## config.mk

```make
export PLATFORM = sky130hd
export DESIGN_NAME = grrs_ctrl
export DESIGN_NICKNAME = d
export VERILOG_FILES = /design/src/grrs_pkg.sv /design/src/grrs_ctrl.sv
export SDC_FILE = /design/constraint.sdc
export NUM_CORES = 1
export LEC_CHECK = 0
export BUFFER_PORTS_ARGS = -buffer_cell sky130_fd_sc_hd__buf_2
export CORE_MARGIN = 8
export CORE_UTILIZATION = 45
export CTS_BUF_LIST = sky130_fd_sc_hd__clkbuf_16
export CTS_CLUSTER_DIAMETER = 150
export CTS_CLUSTER_SIZE = 16
export DETAILED_ROUTE_END_ITERATION = 8
export GPL_ROUTABILITY_DRIVEN = 1
export GPL_TIMING_DRIVEN = 0
export HOLD_SLACK_MARGIN = 0.05
export PLACE_DENSITY = 0.82
export SLEW_MARGIN = 20
export SYNTH_ARGS = -nofsm -noshare
export SYNTH_HDL_FRONTEND = slang
export SYNTH_SLANG_ARGS = --single-unit
```

## constraint.sdc

```tcl
create_clock -name clk -period 2.5 [get_ports clk]
set_clock_uncertainty 0.05 [all_clocks]
set_input_delay 0.125 -clock clk [delete_from_list [all_inputs] [get_ports clk]]
set_output_delay 0.125 -clock clk [all_outputs]
set_load 0.05 [all_outputs]
```

## src/grrs_pkg.sv

```systemverilog
// shared types and constants of the grouped round-robin task scheduler
package grrs_pkg;

	localparam int CONTAINERS_DEF = 16;
	localparam int TASKS_DEF      = 16;
	localparam int KEY_W          = 16;
	localparam int TID_W          = 22;

	localparam logic [1:0] CMD_CREATE = 2'd0;
	localparam logic [1:0] CMD_LEAVE  = 2'd1;
	localparam logic [1:0] CMD_SWITCH = 2'd2;

	localparam logic [1:0] ST_OK         = 2'd0;
	localparam logic [1:0] ST_TABLE_FULL = 2'd1;
	localparam logic [1:0] ST_QUEUE_FULL = 2'd2;
	localparam logic [1:0] ST_NOT_FOUND  = 2'd3;

	typedef struct packed {
		logic [1:0]       command;
		logic [KEY_W-1:0] container_id;
		logic [TID_W-1:0] caller_tid;
	} req_t;

	typedef struct packed {
		logic             wake_valid;
		logic [TID_W-1:0] wake_tid;
		logic             caller_sleeps;
		logic [1:0]       status;
		logic             last;
	} res_t;

	typedef enum logic [4:0] {
		OP_NONE, OP_LOAD, OP_SCAN, OP_ALLOC, OP_APPEND, OP_EMIT,
		OP_LV_RD, OP_LV_CMP, OP_DROP_SCAN, OP_DROP_FIN,
		OP_RO_RD, OP_RO_WR, OP_SH_RD, OP_SH_WR, OP_LEN_DEC,
		OP_HD_RD, OP_HD_EMIT,
		OP_SW_INIT, OP_SW_RH, OP_SW_R2, OP_SW_CHK, OP_SW_ADV,
		OP_SW2_INIT, OP_SW2_RD, OP_SW2_CHK, OP_SW_END
	} dp_op_t;

	typedef struct packed {
		dp_op_t     op;
		logic [1:0] status;
	} ctl_t;

	typedef struct packed {
		logic [1:0] cmd;
		logic       found;
		logic       free_ok;
		logic       scan_last;
		logic       total_full;
		logic       total_zero;
		logic       len_zero;
		logic       len_one;
		logic       len_ge2;
		logic       len_full;
		logic       hit;
		logic       p_last;
		logic       p_more;
		logic       sh_more;
		logic       drop_hit;
		logic       n_done;
	} stat_t;

endpackage

```

## src/grrs_ctrl.sv

```systemverilog
// sequencing state machine of the scheduler
module grrs_ctrl import grrs_pkg::*; (
	input  logic  clk,
	input  logic  arst_n,
	input  logic  start,
	input  stat_t stat,
	output ctl_t  ctl,
	output logic  busy
);

	typedef enum logic [4:0] {
		S_IDLE, S_DISPATCH, S_SCAN, S_DECIDE, S_APPEND, S_LV_RD, S_LV_CMP, S_NOTF,
		S_DROP_SCAN, S_DROP_FIN, S_RO_RD, S_RO_WR, S_SH_RD, S_SH_WR, S_LEN_DEC,
		S_HD_RD, S_HD_EMIT, S_SW_TOP, S_SW_R2, S_SW_CHK, S_SW2_TOP, S_SW2_CHK,
		S_SW_FIN
	} state_t;

	state_t state_q, nxt;
	logic   busy_q;

	always_comb begin
		nxt = state_q;
		ctl.op = OP_NONE;
		ctl.status = ST_OK;
		case (state_q)
			S_IDLE: begin
				if (start) begin
					ctl.op = OP_LOAD;
					nxt = S_DISPATCH;
				end
			end
			S_DISPATCH: begin
				if (stat.cmd == CMD_CREATE || stat.cmd == CMD_LEAVE) begin
					nxt = S_SCAN;
				end else if (stat.cmd == CMD_SWITCH && !stat.total_zero) begin
					ctl.op = OP_SW_INIT;
					nxt = S_SW_TOP;
				end else begin
					ctl.op = OP_EMIT;
					nxt = S_IDLE;
				end
			end
			S_SCAN: begin
				ctl.op = OP_SCAN;
				if (stat.scan_last) nxt = S_DECIDE;
			end
			S_DECIDE: begin
				if (stat.cmd == CMD_CREATE) begin
					nxt = S_IDLE;
					if (stat.found) begin
						if (stat.len_full) begin
							ctl.op = OP_EMIT;
							ctl.status = ST_QUEUE_FULL;
						end else begin
							ctl.op = OP_APPEND;
						end
					end else if (stat.total_full || !stat.free_ok) begin
						ctl.op = OP_EMIT;
						ctl.status = ST_TABLE_FULL;
					end else begin
						ctl.op = OP_ALLOC;
						nxt = S_APPEND;
					end
				end else if (!stat.found || stat.len_zero) begin
					ctl.op = OP_EMIT;
					ctl.status = ST_NOT_FOUND;
					nxt = S_IDLE;
				end else begin
					ctl.op = OP_LV_RD;
					nxt = S_LV_CMP;
				end
			end
			S_APPEND: begin
				ctl.op = OP_APPEND;
				nxt = S_IDLE;
			end
			S_LV_RD: begin
				ctl.op = OP_LV_RD;
				nxt = S_LV_CMP;
			end
			S_LV_CMP: begin
				ctl.op = OP_LV_CMP;
				if (stat.hit) begin
					if (stat.len_one) nxt = S_DROP_SCAN;
					else if (stat.p_last) nxt = S_RO_RD;
					else nxt = S_SH_RD;
				end else if (stat.p_more) begin
					nxt = S_LV_RD;
				end else begin
					nxt = S_NOTF;
				end
			end
			S_NOTF: begin
				ctl.op = OP_EMIT;
				ctl.status = ST_NOT_FOUND;
				nxt = S_IDLE;
			end
			S_DROP_SCAN: begin
				ctl.op = OP_DROP_SCAN;
				if (stat.drop_hit || stat.scan_last) nxt = S_DROP_FIN;
			end
			S_DROP_FIN: begin
				ctl.op = OP_DROP_FIN;
				nxt = S_IDLE;
			end
			S_RO_RD: begin
				ctl.op = OP_RO_RD;
				nxt = S_RO_WR;
			end
			S_RO_WR: begin
				ctl.op = OP_RO_WR;
				nxt = S_HD_RD;
			end
			S_SH_RD: begin
				ctl.op = OP_SH_RD;
				nxt = S_SH_WR;
			end
			S_SH_WR: begin
				ctl.op = OP_SH_WR;
				nxt = stat.sh_more ? S_SH_RD : S_LEN_DEC;
			end
			S_LEN_DEC: begin
				ctl.op = OP_LEN_DEC;
				nxt = S_HD_RD;
			end
			S_HD_RD: begin
				ctl.op = OP_HD_RD;
				nxt = S_HD_EMIT;
			end
			S_HD_EMIT: begin
				ctl.op = OP_HD_EMIT;
				nxt = S_IDLE;
			end
			S_SW_TOP: begin
				if (stat.n_done) begin
					ctl.op = OP_SW2_INIT;
					nxt = S_SW2_TOP;
				end else if (stat.len_ge2) begin
					ctl.op = OP_SW_RH;
					nxt = S_SW_R2;
				end else begin
					ctl.op = OP_SW_ADV;
				end
			end
			S_SW_R2: begin
				ctl.op = OP_SW_R2;
				nxt = S_SW_CHK;
			end
			S_SW_CHK: begin
				ctl.op = OP_SW_CHK;
				nxt = S_SW_TOP;
			end
			S_SW2_TOP: begin
				if (stat.n_done) begin
					ctl.op = OP_SW_END;
					nxt = S_IDLE;
				end else if (stat.len_zero) begin
					ctl.op = OP_SW_ADV;
				end else begin
					ctl.op = OP_SW2_RD;
					nxt = S_SW2_CHK;
				end
			end
			S_SW2_CHK: begin
				ctl.op = OP_SW2_CHK;
				nxt = stat.hit ? S_SW_FIN : S_SW2_TOP;
			end
			S_SW_FIN: begin
				ctl.op = OP_SW_END;
				nxt = S_IDLE;
			end
			default: nxt = S_IDLE;
		endcase
	end

	always_ff @(posedge clk or negedge arst_n) begin
		if (!arst_n) begin
			state_q <= S_IDLE;
			busy_q  <= 1'b0;
		end else begin
			state_q <= nxt;
			busy_q  <= (nxt != S_IDLE);
		end
	end

	assign busy = busy_q;

endmodule

```

Word level (Yosys, flattened, before mapping) --
Cells that the tools add are included.
Storage, ports and cells: flip-flop bits (word level) 6, word-level logic and storage cells 75, output and inout port bits 8, input port bits 20
Operators by class: muxes and demuxes 37, reductions and logical operators 12, eq/ne operators 24
Operator list (count):
- one-hot mux 5 bit (23 select lines) | 1
- one-hot mux 5 bit (17 select lines) | 1
- 2-to-1 mux 5 bit | 13
- equality test 5 x 4 -> 1 bit (second input constant) | 8
- equality test 5 bit (second input constant) | 7
- 2-to-1 mux 3 bit | 8
- equality test 5 x 3 -> 1 bit (second input constant) | 4
- 2-to-1 mux 2 bit | 7
- 2-to-1 mux 7 bit | 2
- equality test 5 x 2 -> 1 bit (second input constant) | 2
- equality test 5 x 1 -> 1 bit (second input constant) | 1
- logical NOT 5 bit | 1
- nonzero test 5 bit | 1
- logical OR 1 bit | 4
- 2-to-1 mux 4 bit | 1
- one-hot mux 2 bit (2 select lines) | 1
- logical NOT 1 bit | 3
- 2-to-1 mux 1 bit | 3
- equality test 2 x 1 -> 1 bit (second input constant) | 1
- equality test 2 bit (second input constant) | 1
- logical NOT 2 bit | 1
- OR reduction 2 bit | 1
- logical AND 1 bit | 1

Longest topological paths before layout --
word-level depth 7, mapped depth 7

Least setup slack after synthesis --
OpenSTA, ideal clock, no wires.
path kind register -> output, from reg state_q[4], to out ctl[0] (netlist name), required time 2325 ps, data arrival time 2304 ps, slack 21 ps, stages on the path, launching flop included 4, cell sequence dfrtp_1 -> buf_6 -> clkbuf_1 -> nor4_1
RTL lines:
- from (decl) | RTL line grrs_ctrl.sv:18 | state_t state_q, nxt;
- from (signal assigned) | RTL line grrs_ctrl.sv:181 | state_q <= nxt;
- to (decl) | RTL line grrs_ctrl.sv:7 | output ctl_t ctl,

==> impl_metrics.csv <==
group,metric,value,unit
logic_synthesis,synth_most_common_cell,"nand2_1",
setup_path,start_kind,"register",
detailed_routing,wl_per_cell,16.2,µm
placed_design,gp_congestion,0.991,
logic_synthesis,synth_top_family_by_area,"simple AND/OR/NAND/NOR gates",
timing,maxSlewViolCount,0,
logic_synthesis,synth_edf_count,0,
global_routing,grt_max_degree,11,
die,rows,16,
logic_synthesis,ys.flop_type,"dfrtp_1",
placed_design,hpwlAfterDp,2.31,mm
timing,relSlewSlack,0.674,
global_routing,antenna_found_initial,0,
timing,final.setup.tns,0,ns
logic_synthesis,synth_area_leaders,"dfrtp_1, buf_6, nand2_1",
placed_design,placed_area,1100,µm²
timing,holdWs,0.206,ns
logic_synthesis,yosys_warnings,0,
clocking,numCtsBuffers,3,
setup_path,crit_fanout,10,
final_layout,finish.net_count,182,
clocking,cts-root-buf,"clkbuf_16",
die,core,1960,µm²
clocking,cts_sinks,6,
logic_synthesis,synthMuxAreaShare,0.0320,
clocking,clk_pin_slew_worst_paths,0.03,ns
logic_synthesis,yosys.area.top_type,"dfrtp_1",
placed_design,io_buffers,26,
final_layout,postLayoutCoreUtil,0.606,
detailed_routing,drt_drc_violations_left,0,
logic_synthesis,syn_inst,130,
power,p_leak,0.511,nW
detailed_routing,drt_iter0_drc,65,
global_routing,grt_pass1_wl,4.69,mm
detailed_routing,finalWirelength,3.03,mm
logic_synthesis,synth_fa_ha_area_frac,0,
setup_path,worst-setup-path-type,"register to output port",
clocking,clk_latency,0.22,ns
final_layout,drive_gt1_frac,0.256,
logic_synthesis,synth_fp_nets,150,
clocking,h-tree-depth,1,
power,pwr_density_cell,1380,nW/µm²
detailed_routing,via_per_inst,6.19,
timing,fin_ws,0.227,ns
power,peakVddDrop,0.996,mV
setup_path,cp-end-kind,"output port",
die,fp.dieArea,3810,µm²
placed_design,dp.cells,183,
logic_synthesis,synth-xor-area-share,0,
clocking,cts_setup_buffers,0,
logic_synthesis,async_reset_ff_frac,1.00,
logic_synthesis,synth_compound_area_frac,0.294,
clocking,cts_tree,"yes",
global_routing,grt-ovfl-total,0,
die,die_w,61.7,µm
die,die_h,61.7,µm
clocking,cts_hold_buf,1,
die,initial_core_util,0.479,
run,cap_violations,0,
timing,rsz0062_at_grt,"no",
power,power.total,1.64,mW
timing,tightest_slew,0.482,ns
final_layout,area_growth,26.5,%
worst_hold_path,hold_path_class,"primary input to asynchronous set/reset pin",
logic_synthesis,synth-seq-cells,6,
detailed_routing,vias,1157,
die,pin_count,28,
final_layout,fin_cells,187,
timing,min_period,2.27,ns
detailed_routing,drtAntennaViolNets,0,
detailed_routing,dr.pass1.iters,4,
global_routing,grt_pass1_vias,1066,
outcome,outcome,"finished clean",
logic_synthesis,yosysUniqueCellTypes,46,
clocking,clockBufferDepth,2,
final_layout,stdcell_area,1190,µm²
logic_synthesis,synth_common_cells,"nand2_1, nor2_1, a21oi_1",
logic_synthesis,synth.top_cell.area_share,0.160,
setup_path,cp_data_required_time,2.33,ns
logic_synthesis,syn_area,940,µm²
logic_synthesis,synth-seq-area-share,0.160,
clocking,cts_resized,0,
timing,period_share,0.909,
timing,fmax,440,MHz
timing,finalSetupViolCount,0,
placed_design,pre_cts_slack,0.522,ns
final_layout,n_antenna_cell,0,
setup_path,worstPathArrival,2.10,ns
timing,final-hold-violation-count,0,
logic_synthesis,syn_area_per_cell,7.23,µm²
global_routing,grt_util_all_layers,0.158,
logic_synthesis,yosys.area_share.simple,0.407,
## final cells by class
type / count / area (µm²)
fillers: 189 / 773
multi-input cells: 110 / 689
flip-flops and latches: 6 / 150
repair buffers: 27 / 140
plain buffers: 11 / 88.8
clock buffers: 3 / 75.1
well taps: 27 / 33.8
inverters: 3 / 11.3
## report_power, final
part | switching [mW] | total [mW] | internal, mW
registers | 0.0322 | 0.173 | 0.141
logic | 0.812 | 1.22 | 0.409
clock network | 0.0461 | 0.251 | 0.205
## worst max-delay path, stage by stage (launching register included)
cell,delay [ns]
dfrtp_1,0.34
buf_4,0.17
or3b_1,0.44
nor4_1,0.37
a211oi_1,0.12
o211ai_1,0.13
buf_2,0.30
## worst paths after layout
path / startpoint / endpoint / slack, ns / cells past startpoint
min in group clk: stat[5] / state_q[2] / 0.31 / 4
worst min register to register: state_q[2] / state_q[0] / 0.67 / 3
max in group asynchronous: arst_n / state_q[4] / 2.05 / 2
worst min-delay path: arst_n / state_q[3] / 0.21 / 2
worst max-delay path: state_q[1] / ctl[3] / 0.23 / 6
worst max register to register: state_q[4] / busy / 0.51 / 5
## routing by layer
layer  track usage  up-vias  routed length, µm
met5             0        -                  0
met4        0.0487        0                 16
met3        0.0329        2                300
met2         0.261       73               1440
met1         0.199      527               1280
li1              -      555                  -
## registers in the layout (all words and copies together), names as in the netlist
signal	cells
busy	1
state_q	5
## layout by cell type (no fill, tap or decap), drive strengths merged, types with 2 or more instances in the layout
cell type	count
a21oi	9
a221oi	2
buf	35
clkbuf	5
dfrtp	6
inv	3
mux2i	3
nand2	15
nand2b	6
nand3	3
nand3b	4
nor2	12
nor2b	5
nor3	2
nor3b	4
nor4	3
nor4b	2
nor4bb	2
o211ai	5
o21ai	10
o22ai	3
or3b	2
## cells by family (layout without fill, tap and decap cells)
| logic type | count (synthesis) | after routing |
|---|---|---|
| mux | 3 | 3 |
| compound gates | 41 | 41 |
| buf+inv | 14 | 44 |
| simple gates | 66 | 66 |
| flops | 6 | 6 |
No activity file was read; power rests on OpenSTA's default activity.
